<file path="src/rtl/core/dffc_pkg.sv">
// Shared constants, stage types and divider step for the dark/flat frame calibration block.
package dffc_pkg;

   // Pipeline shape: one front stage, one numerator stage, five divider stages.
   localparam int unsigned PIPE_DEPTH = 7;
   localparam int unsigned QUO_W      = 10;

   // Register indexes on the control port.
   localparam int unsigned CSR_IDX_W = 3;
   localparam logic [CSR_IDX_W-1:0] CSR_MODE       = 3'd0;
   localparam logic [CSR_IDX_W-1:0] CSR_FLAT_EN    = 3'd1;
   localparam logic [CSR_IDX_W-1:0] CSR_MEAN_LUMA  = 3'd2;
   localparam logic [CSR_IDX_W-1:0] CSR_MEAN_U     = 3'd3;
   localparam logic [CSR_IDX_W-1:0] CSR_MEAN_V     = 3'd4;
   localparam logic [CSR_IDX_W-1:0] CSR_LUMA_FLOOR = 3'd5;
   localparam int unsigned CSR_DATA_W = 16;

   // Operating modes.
   localparam logic [1:0] MODE_CORRECT = 2'd0;
   localparam logic [1:0] MODE_DARK    = 2'd1;
   localparam logic [1:0] MODE_LIGHT   = 2'd2;
   localparam logic [1:0] MODE_FLAT    = 2'd3;

   // Plane codes; the unused code behaves as V.
   localparam logic [1:0] PLANE_LUMA  = 2'd0;
   localparam logic [1:0] PLANE_U     = 2'd1;
   localparam logic [1:0] PLANE_V     = 2'd2;
   localparam logic [1:0] PLANE_SPARE = 2'd3;

   localparam logic [15:0] CHROMA_MID_Q = 16'd32512;   // 127.0 in Q8.8
   localparam logic signed [17:0] BIAS_LIMIT = 18'sd16384; // 64.0 in Q8.8

   // Front stage: luma product plus a ready-made result for every other case.
   typedef struct packed {
      logic [23:0] prod;
      logic [7:0]  flat;
      logic [7:0]  bypass;
      logic        use_div;
   } front_type;

   // Divider stages: partial remainder and quotient.
   typedef struct packed {
      logic [16:0]      rem;
      logic [QUO_W-1:0] quo;
      logic [7:0]       flat;
      logic [7:0]       bypass;
      logic             use_div;
   } div_type;

   // Two restoring steps, quotient bits hi and hi-1.
   function automatic div_type div_pair(input div_type d, input logic [3:0] hi);
      div_type     r;
      logic [17:0] dsr;
      logic [3:0]  b;
      r = d;
      for (int j = 0; j < 2; j++) begin
         b   = hi - 4'(j);
         dsr = 18'(r.flat) << b;
         if ({1'b0, r.rem} >= dsr) begin
            r.rem   = 17'({1'b0, r.rem} - dsr);
            r.quo[b] = 1'b1;
         end
      end
      return r;
   endfunction

endpackage

</file>
<file path="src/rtl/core/dark_flat_frame_calibration.sv">
// Top level: per-sample dark frame subtraction and flat field correction pipeline.
//   req_*  : one request per sample: plane tag, live sample and the dark, light and
//            flat calibration samples. Accepted when req_valid is high, req_stall low.
//   rsp_*  : one corrected byte per request, in request order. Taken when rsp_valid
//            is high and rsp_stall is low.
//   csr_*  : register writes (index, data); csr_ready is always high. Write only
//            while no request is in flight.
// With no stall, one request enters per cycle. The 7 stages: a front stage (dark
// subtraction, 8x16 luma product, all non-divide cases), a numerator stage, and a
// 10-bit restoring divider by the flat sample retiring two quotient bits in each of
// five stages.
// Each stage moves when the stage after it is empty or moving, so bubbles close up
// under rsp_stall and no request is lost or repeated. req_stall rises only when every
// stage holds a request and the output is stalled.
// Reset (synchronous, active high) empties the pipeline and restores the registers:
// mode 0, flat enable 1, means 0, luma floor 0. A zero luma mean passes the live
// sample through.
module dark_flat_frame_calibration (
   input  logic                                clock,
   input  logic                                reset,
   input  logic                                req_valid,
   output logic                                req_stall,
   input  logic [1:0]                          req_plane,
   input  logic [7:0]                          req_live_sample,
   input  logic [7:0]                          req_dark_sample,
   input  logic [7:0]                          req_light_sample,
   input  logic [7:0]                          req_flat_sample,
   output logic                                rsp_valid,
   input  logic                                rsp_stall,
   output logic [7:0]                          rsp_out_sample,
   input  logic                                csr_valid,
   output logic                                csr_ready,
   input  logic [dffc_pkg::CSR_IDX_W-1:0]      csr_index,
   input  logic [dffc_pkg::CSR_DATA_W-1:0]     csr_wdata
);

   localparam int unsigned LAST = dffc_pkg::PIPE_DEPTH - 1;

   // ---------------- control registers ----------------
   logic [1:0]  mode_ff;
   logic        flat_en_ff;
   logic [15:0] mean_luma_ff;
   logic [15:0] mean_u_ff;
   logic [15:0] mean_v_ff;
   logic [7:0]  luma_floor_ff;

   assign csr_ready = 1'b1;

   always_ff @(posedge clock) begin
      if (reset) begin
         mode_ff       <= dffc_pkg::MODE_CORRECT;
         flat_en_ff    <= 1'b1;
         mean_luma_ff  <= '0;
         mean_u_ff     <= '0;
         mean_v_ff     <= '0;
         luma_floor_ff <= '0;
      end else if (csr_valid && csr_ready) begin
         unique case (csr_index)
            dffc_pkg::CSR_MODE:       mode_ff       <= csr_wdata[1:0];
            dffc_pkg::CSR_FLAT_EN:    flat_en_ff    <= csr_wdata[0];
            dffc_pkg::CSR_MEAN_LUMA:  mean_luma_ff  <= csr_wdata;
            dffc_pkg::CSR_MEAN_U:     mean_u_ff     <= csr_wdata;
            dffc_pkg::CSR_MEAN_V:     mean_v_ff     <= csr_wdata;
            dffc_pkg::CSR_LUMA_FLOOR: luma_floor_ff <= csr_wdata[7:0];
            default: ;                // unmapped index: ignored
         endcase
      end
   end

   // ---------------- flow control ----------------
   logic [LAST:0] valid_ff;
   logic [LAST:0] valid_in;
   logic [LAST:0] adv;

   always_comb begin
      adv[LAST] = !valid_ff[LAST] || !rsp_stall;
      for (int k = LAST - 1; k >= 0; k--) begin
         adv[k] = !valid_ff[k] || adv[k+1];
      end
      valid_in[0] = req_valid;
      for (int k = 1; k <= LAST; k++) begin
         valid_in[k] = valid_ff[k-1];
      end
   end

   assign req_stall = !adv[0];
   assign rsp_valid = valid_ff[LAST];

   always_ff @(posedge clock) begin
      if (reset) begin
         valid_ff <= '0;
      end else begin
         for (int k = 0; k <= LAST; k++) begin
            if (adv[k]) valid_ff[k] <= valid_in[k];
         end
      end
   end

   // ---------------- front stage ----------------
   logic [8:0]         diff_ld;     // live - dark, bit 8 = negative
   logic [7:0]         s_pos;       // difference floored at zero
   logic signed [9:0]  cdiff;       // 127 + live - dark
   logic [15:0]        mean_c;
   logic [15:0]        m_c;
   logic signed [17:0] bias_raw;
   logic signed [17:0] bias_cl;
   logic signed [19:0] cv;
   logic signed [19:0] cr;
   logic [7:0]         chroma_flat_res;
   logic [7:0]         chroma_raw_res;
   logic [7:0]         luma_raw_res;
   logic [8:0]         sq;
   logic               gain_low;    // gain clamps to 1/4
   logic               gain_high;   // gain clamps to 4
   logic               unit_gain;   // flat of 0 or 1
   logic [7:0]         luma_flat_res;
   logic               luma_div;
   dffc_pkg::front_type a_in;
   dffc_pkg::front_type a_ff;

   always_comb begin
      diff_ld = {1'b0, req_live_sample} - {1'b0, req_dark_sample};
      s_pos   = diff_ld[8] ? 8'd0 : diff_ld[7:0];

      // chroma with flat bias
      cdiff  = 10'sd127 + signed'({2'b00, req_live_sample})
                        - signed'({2'b00, req_dark_sample});
      mean_c = (req_plane == dffc_pkg::PLANE_U) ? mean_u_ff : mean_v_ff;
      m_c    = (mean_c == 16'd0) ? dffc_pkg::CHROMA_MID_Q : mean_c;
      bias_raw = signed'({2'b00, req_flat_sample, 8'h00}) - signed'({2'b00, m_c});
      if (bias_raw < -dffc_pkg::BIAS_LIMIT)     bias_cl = -dffc_pkg::BIAS_LIMIT;
      else if (bias_raw > dffc_pkg::BIAS_LIMIT) bias_cl = dffc_pkg::BIAS_LIMIT;
      else                                      bias_cl = bias_raw;
      cv = 20'(signed'({cdiff, 8'h00})) - 20'(bias_cl);
      cr = cv + 20'sd128;
      if (cv[19])              chroma_flat_res = 8'd0;
      else if (|cr[18:16])     chroma_flat_res = 8'hFF;
      else                     chroma_flat_res = cr[15:8];

      // chroma and luma without flat
      if (cdiff[9])            chroma_raw_res = 8'd0;
      else if (cdiff[8])       chroma_raw_res = 8'hFF;
      else                     chroma_raw_res = cdiff[7:0];
      luma_raw_res = diff_ld[8] ? luma_floor_ff : diff_ld[7:0];

      // luma with flat: clamped gain cases resolve here, the rest divide
      unit_gain = (req_flat_sample <= 8'd1);
      gain_low  = (mean_luma_ff < {2'b00, req_flat_sample, 6'b0});
      gain_high = ({2'b00, mean_luma_ff} > {req_flat_sample, 10'b0});
      sq = {1'b0, s_pos} + 9'd2;
      luma_div = 1'b0;
      priority if (unit_gain) luma_flat_res = s_pos;
      else if (gain_low)      luma_flat_res = {1'b0, sq[8:2]};
      else if (gain_high)     luma_flat_res = (|s_pos[7:6]) ? 8'hFF : {s_pos[5:0], 2'b00};
      else begin
         luma_flat_res = 8'd0;
         luma_div      = 1'b1;
      end

      a_in.prod    = s_pos * mean_luma_ff;
      a_in.flat    = req_flat_sample;
      a_in.use_div = 1'b0;
      priority if (mean_luma_ff == 16'd0)             a_in.bypass = req_live_sample;
      else if (mode_ff == dffc_pkg::MODE_DARK)        a_in.bypass = req_dark_sample;
      else if (mode_ff == dffc_pkg::MODE_LIGHT)       a_in.bypass = req_light_sample;
      else if (mode_ff == dffc_pkg::MODE_FLAT)        a_in.bypass = req_flat_sample;
      else if (flat_en_ff) begin
         if (req_plane == dffc_pkg::PLANE_LUMA) begin
            a_in.bypass  = luma_flat_res;
            a_in.use_div = luma_div;
         end else begin
            a_in.bypass  = chroma_flat_res;
         end
      end else begin
         a_in.bypass = (req_plane == dffc_pkg::PLANE_LUMA) ? luma_raw_res : chroma_raw_res;
      end
   end

   // ---------------- numerator and divider stages ----------------
   // quotient = floor((2*s*mean + 256*flat) / (512*flat))
   //          = floor(((s*mean + 128*flat) >> 8) / flat)
   logic [24:0]       nsum;
   dffc_pkg::div_type div_in [1:LAST];
   dffc_pkg::div_type div_ff [1:LAST];

   always_comb begin
      nsum = 25'(a_ff.prod) + 25'({a_ff.flat, 7'b0});
      div_in[1].rem     = nsum[24:8];
      div_in[1].quo     = '0;
      div_in[1].flat    = a_ff.flat;
      div_in[1].bypass  = a_ff.bypass;
      div_in[1].use_div = a_ff.use_div;
      for (int k = 2; k <= LAST; k++) begin
         div_in[k] = dffc_pkg::div_pair(div_ff[k-1],
                        4'(dffc_pkg::QUO_W + 3 - 2 * k));
      end
   end

   always_ff @(posedge clock) begin
      if (adv[0]) a_ff <= a_in;
      for (int k = 1; k <= LAST; k++) begin
         if (adv[k]) div_ff[k] <= div_in[k];
      end
   end

   // ---------------- result ----------------
   assign rsp_out_sample = !div_ff[LAST].use_div ? div_ff[LAST].bypass :
                           (|div_ff[LAST].quo[dffc_pkg::QUO_W-1:8]) ? 8'hFF :
                           div_ff[LAST].quo[7:0];

endmodule

</file>
<file path="config.mk">
export PLATFORM = sky130hd
export DESIGN_NAME = dark_flat_frame_calibration
export DESIGN_NICKNAME = d
export VERILOG_FILES = /design/src/rtl/core/dffc_pkg.sv /design/src/rtl/core/dark_flat_frame_calibration.sv
export SDC_FILE = /design/constraint.sdc
export NUM_CORES = 1
export LEC_CHECK = 0
export BUFFER_PORTS_ARGS = -buffer_cell sky130_fd_sc_hd__buf_2
export CORE_UTILIZATION = 45
export DETAILED_ROUTE_END_ITERATION = 12
export SLEW_MARGIN = 15
export SYNTH_ARGS = -nofsm -noshare
export SYNTH_HDL_FRONTEND = slang
export SYNTH_SLANG_ARGS = --single-unit
</file>
<file path="constraint.sdc">
create_clock -name clock -period 23.6 [get_ports clock]
set_input_delay 2.36 -clock clock [delete_from_list [all_inputs] [get_ports clock]]
set_output_delay 2.36 -clock clock [all_outputs]
set_load 0.05 [all_outputs]
</file>
==> results of run 1 <==
==> placed cells by master, fill, tap and decap left out, types with 35 or more instances in the layout <==
master,instances
a21oi_1,196
nand2_1,287
nand3_1,40
a21o_1,55
nor2_1,168
inv_1,239
xor2_1,35
clkbuf_16,38
xnor2_1,86
ha_1,182
o21ai_0,97
dfxtp_1,66
buf_2,67
and2_1,46
edfxtp_1,243
and3_1,55
fa_1,101
==> cell type report <==
cell class / count / area (um^2)
fillers: 4577 / 24470
multi-input cells: 1743 / 12860
flip-flops and latches: 309 / 8618
clock buffers: 42 / 965.9
inverters: 240 / 900.9
well taps: 664 / 830.8
repair buffers: 87 / 485.5
clock inverters: 22 / 224.0
==> layer usage <==
metal  share of wire  routed length [um]  global-route usage  vias to the layer above
met5               0                   0                   0                        -
met4           0.025                1380             0.06735                        0
met3           0.045                2501             0.03551                       81
met2            0.48               26390              0.3787                      373
met1            0.45               24800              0.2914                     8233
li1                -                   -                   -                     8411
==> power by group through the flow <==
stage               Combinational, uW  Clock, uW  Sequential, uW
detailed placement                917          0             812
global placement                  898          0             808
finish                            928        552             799
global route                     1040        591             811
CTS                               924        569             801
floorplan                         723          0             783
==> stage by stage <==
stage | util | std cells | hold WS [ns] | instance area, um^2 | worst slack, ns
floorplan | - | 2381 | 0.4003 | 22710 | 13.89
detailed placement | 0.4801 | 3043 | 0.4045 | 23700 | 11.75
global route | 0.5042 | 3107 | 0.4213 | 24890 | 11.29
CTS | 0.5042 | 3107 | 0.4135 | 24890 | 12.31
global placement | 0.4801 | 3043 | 0.4002 | 23700 | 12.21
finish | 0.5042 | 3107 | 0.4115 | 24890 | 12.15
==> critical path, delay by kind of cell <==
| family | cells | cell delay, ns |
|---|---|---|
| adder cells (fa/ha/maj) | 3 | 1.04 |
| AND/OR/NAND/NOR | 11 | 3.28 |
| buffers and inverters | 2 | 0.22 |
| multiplexers | 2 | 0.83 |
| AO/OA/AOI/OAI | 10 | 3.96 |
==> how the worst max path moves through the flow <==
stage          cells past startpoint  slack [ns]       to         start
4_1_cts                           28       12.31  a_ff[2]  req_plane[1]
6_report                          28       12.15  a_ff[2]  req_plane[1]
5_1_grt                           28       11.29  a_ff[2]  req_plane[1]
2_1_floorplan                     31       13.89  a_ff[5]  req_plane[1]
3_5_place_dp                      28       11.75  a_ff[2]  req_plane[1]
3_3_place_gp                      28       12.21  a_ff[5]  req_plane[1]
==> state kept, by name, indices dropped and copies added, names as in the netlist <==
name / flops
flat_en_ff: 1
div_ff: 209
valid_ff: 7
mean_luma_ff: 16
mean_u_ff: 16
mean_v_ff: 16
luma_floor_ff: 8
mode_ff: 2
a_ff: 34
==> logic make-up after synthesis <==
| logic type | share of synthesized area |
|---|---|
| mux | 0.02011 |
| flops | 0.3794 |
| xor+xnor | 0.04666 |
| buf+inv | 0.05509 |
| compound gates | 0.1388 |
| other cells | 0.0001651 |
| simple gates | 0.1705 |
| fa+ha+maj | 0.1893 |
==> impl_results.md, run 1 <==
- Outcome: finished, final reports clean
- Num CTS Buffers: 37
- Achievable Freq: 87.36 MHz
- Max cap viols: 0
- Syn Area/Cell: 9.539 um^2
- Fin Setup TNS: 0 ns
- CTS Hold Bufs: 0
- I/O Pins: 69
- Final Hold Viols: 0
- CP startpoint kind: input port
- Final WL: 55,070 um
- Psw: 825.0 uW
- Final HPWL DP: 43,430 um
- Clk_lat worst skew: 0.56 ns
- R2r endpoint: a_ff[2]
- Clock buffer depth: 3
- Clock Power Share: 0.242
- Total setup buffers inserted after CTS: 0
- Post-synth EDFFs: 243
- NumNets Final: 2,759
- Area share of the largest cell type after synthesis: 0.3213
- R2R cell count: 26
- Ant diodes: 0
- Root buffer cell: clkbuf_16
- Post-Synthesis Cell Area: 0.02271 mm^2
- GP Congestion: 0.9244
- Cell taking the most area after synthesis: edfxtp_1
- I/O Buffers: 67
- Deepest level of the CTS H-tree: 2
- CP most frequent cell: ha_1
- # setup viols final: 0
- Worst path slowest cell: nand2b_1
- DRT antenna net count: 0
- Grt total ovfl: 0
- Class of the worst hold path: reg2reg
- Die height: 226.7 um
- Synth area leaders: edfxtp_1 32%, ha_1 10%, fa_1 8.9%
- Skew final: 0.02784 ns
- Max Transition Viols Final: 0
- Post-CTS Resized: 0
- Most numerous cell in the Yosys netlist: nand2_1
- Comb pwr share: 0.407
- Largest net degree at the start of global routing: 67
- Crit Path Class: in2reg
- Routed wire per std cell: 17.73 um
- Total number of yosys warnings: 0
- Ys flop type: edfxtp_1
- Required time worst endpoint: 23.86 ns
- Via/cell ratio: 5.503
- Area of the die: 0.05137 mm^2
- Cells after synthesis: 2,381
- Reg clk slew, reported paths: 0.06 ns
- Initial Util: 0.4602
- Initial DRC Count: 1,118
- Routed vias: 17,098
- Fin crit period: 11.45 ns
- Area grow syn2layout: 9.574%
- GRT Total Usage: 0.2232
- Initial antenna violation count: 0
- Mapped Nets: 2,722
- Worst-Margin Slew: 1.017 ns
- Worst Setup End Kind: register
- Sequential area share after synthesis: 0.3794
- Leak Pwr: 0.01109 uW
- 1st-pass router iterations: 7
- Die span in x: 226.7 um
- Share of cells above drive strength 1: 0.07859
- Hold Path Depth: 0
- Worst Path Arrival: 11.70 ns
- Hold Path End: div_ff[0][227]
- Commonest cells post-synth: 287 x nand2_1, 243 x edfxtp_1, 239 x inv_1
- Count of cell types in the netlist: 85
- VDD IR max: 0.05428 mV
- Asr flop ratio synth: 0
- P_int: 1455 uW
- Reg2Reg Setup Slack: 14.71 ns
- Power Total: 2280 uW
- Row count: 81
- Core ar.: 0.04936 mm^2
- Unrepaired setup endpoints after global routing: no
- Vias in the first global route: 17,091
- Sw Ratio: 0.3619
- Clk sinks: 309
- Synth Register Bits: 309
- Origin of the critical flop-to-flop path: mean_v_ff[1]
- CTS tree: built
- PD cells: 91.61 mW/mm^2
- CP Max Fanout: 21
- Sequential cell fraction of total power: 0.351
- First-pass GRT wire length: 89,820 um
- Final worst-path cycle share: 0.4850
- Headroom to the max-slew limit: 0.3045
- CP peak stage delay: 0.81 ns
- Worst Hold Launch: div_ff[0][183]
- Post-route DRC violation count: 0
Power figures use the tool's default switching activity.
==> run 2: changes to the inputs <==
clock period = 10.5 ns   (was 23.6 ns; I/O delays follow)
==> impl_results.md, run 2 (same netlist as run 1, synthesis figures left out) <==
- I/O Pins: 69 (unchanged)
- First-pass GRT wire length: 88,790 um (-1.2%)
- Die span in x: 226.7 um (unchanged)
- Class of the worst hold path: reg2reg
- Core ar.: 0.04936 mm^2 (unchanged)
- Required time worst endpoint: 10.77 ns (-13.09 ns)
- Vias in the first global route: 16,909 (-1.1%)
- Post-route insts no fill: 3,115 (+0.26%)
- Reg with most FFs: div_ff
- Final worst-path cycle share: 0.8561
- Final WL: 55,310 um (+0.43%)
- Crit Path Class: in2reg
- Skew final: 0.01713 ns (-0.01072 ns)
- CTS tree: built
- Commonest non-fill, non-tap cell in the layout: nand2_1
- Fin crit period: 8.989 ns
- CTS Hold Bufs: 0 (unchanged)
- Worst Path Arrival: 9.26 ns (-2.44 ns)
- Grt total ovfl: 0 (unchanged)
- Largest net degree at the start of global routing: 67 (unchanged)
- CP most frequent cell: ha_1
- I/O Buffers: 67 (unchanged)
- 1st-pass router iterations: 6 (-1)
- Initial antenna violation count: 1 (+1)
- Area of the die: 0.05137 mm^2 (unchanged)
- Via/cell ratio: 5.531 (+0.51%)
- Post-route DRC violation count: 0 (unchanged)
- Share of cells above drive strength 1: 0.08286 (+0.004265)
- Largest regs: div_ff: 209 flops, a_ff: 34 flops
- Clk_lat worst skew: 0.56 ns (about the same)
- Initial Util: 0.4602 (unchanged)
- CP peak stage delay: 0.59 ns (-0.22 ns)
- Unrepaired setup endpoints after global routing: no
- CP startpoint kind: input port
- Outcome: finished, final reports clean
- Fillers: 4,524 (-1.2%)
- PD cells: 208.1 mW/mm^2 (+130%)
- VDD IR max: 0.1493 mV (+180%)
- NumNets Final: 2,764 (+0.18%)
- # placed instances: 3,049 (+0.20%)
- DRT antenna net count: 0 (unchanged)
- Reg2Reg Setup Slack: 2.28 ns (-12.43 ns)
- # setup viols final: 0 (unchanged)
- Reg clk slew, reported paths: 0.06 ns (about the same)
- Clk sinks: 309 (unchanged)
- Row count: 81 (unchanged)
- FF+latch area: 0.008618 mm^2 (unchanged)
- Root buffer cell: clkbuf_16
- Num CTS Buffers: 36 (-2.7%)
- Power Total: 5207 uW (+130%)
- GRT Total Usage: 0.2211 (-0.002064)
- Die height: 226.7 um (unchanged)
- Area of the multi-input gates: 0.01286 mm^2 (unchanged)
- Deepest level of the CTS H-tree: 2 (unchanged)
- Area grow syn2layout: 10.15%
- Worst path slowest cell: a2111o_1
- Worst-Margin Slew: 1.068 ns (+0.05160 ns)
- Crit path buffers/inverters: 2 (unchanged)
- Fin util: 0.5069 (+0.002662)
- Max cap viols: 0 (unchanged)
- Critical Path Source: req_plane[1]
- Post-CTS Resized: 0 (unchanged)
- Origin of the critical flop-to-flop path: mean_v_ff[1]
- Leak Pwr: 0.01116 uW (+0.63%)
- Fin Setup TNS: 0 ns (unchanged)
- Final Hold Viols: 0 (unchanged)
- Total setup buffers inserted after CTS: 0 (unchanged)
- Initial DRC Count: 1,294 (+16%)
- Routed vias: 17,230 (+0.77%)
- Worst Hold Launch: div_ff[0][244]
- Setup ws final: 1.511 ns (-10.64 ns)
- Headroom to the max-slew limit: 0.2863 (-0.01824)
- Worst slack, placed: 1.080 ns (-10.67 ns)
- Max reg flops: 209 (unchanged)
- Crit path max-delay family: compound AO/OA/AOI/OAI gates
- Worst Setup End Kind: register
- Max Transition Viols Final: 0 (unchanged)
- Clock buffer depth: 3 (unchanged)
- Routed wire per std cell: 17.76 um (+0.17%)
- Achievable Freq: 111.2 MHz
- Most frequent cells in the layout: 287 x nand2_1, 243 x edfxtp_1, 239 x inv_1
- GP Congestion: 0.9369 (+1.4%)
- CP Max Fanout: 11 (-48%)
- Final HPWL DP: 43,800 um (+0.85%)
==> run 2: cell types whose count changed in the layout (fill, tap and decap cells not counted), sizes merged <==
cell    delta
buf        +6
bufinv     +3
clkinv     -3
diode      +1
inv        +1
==> run 2: metrics by stage <==
stage / hold WS, ns / instance area, um^2
global placement: 0.4005 / 23740
finish: 0.4114 / 25020
detailed placement: 0.4045 / 23740
floorplan: 0.4003 / 22710
global route: 0.4208 / 25020
CTS: 0.4172 / 25020
==> run 2: per-layer routing <==
| layer | part of all wire | global-route usage |
|---|---|---|
| met5 | 0 | 0 |
| met4 | 0.026 | 0.06975 |
| met3 | 0.054 | 0.04030 |
| met2 | 0.48 | 0.3751 |
| met1 | 0.44 | 0.2843 |
==> run 2: worst reg2reg max path: cells and delay by family, from the launching register on <==
kind / cells / cell delay, ns
AO/OA/AOI/OAI: 11 / 3.01
buffers and inverters: 1 / 0.18
adder cells (fa/ha/maj): 4 / 1.13
AND/OR/NAND/NOR: 11 / 2.55
multiplexers: 2 / 0.72
flip-flops: 1 / 0.34
==> run 2: path summary, 6_finish.rpt <==
check              endpoint  cells after the start
max                 a_ff[2]                     31
min          div_ff[0][288]                      0
max reg2reg         a_ff[2]                     29
min reg2reg  div_ff[0][288]                      0
==> run 2: layout make-up <==
cell class                      count  share of cell area
Clock inverter                     23             0.01240
Timing Repair Buffer               93             0.02120
Sequential cell                   309              0.3445
Tap cell                          664             0.03321
Clock buffer                       42             0.03851
Antenna cell                        1           0.0001000
Multi-Input combinational cell   1743              0.5141
Inverter                          240             0.03601
==> run 2: where the power goes <==
part	total (uW)	switching (uW)	internal, uW
clock	1320	508	814
sequential	1800	126	1670
combinational	2090	1230	864
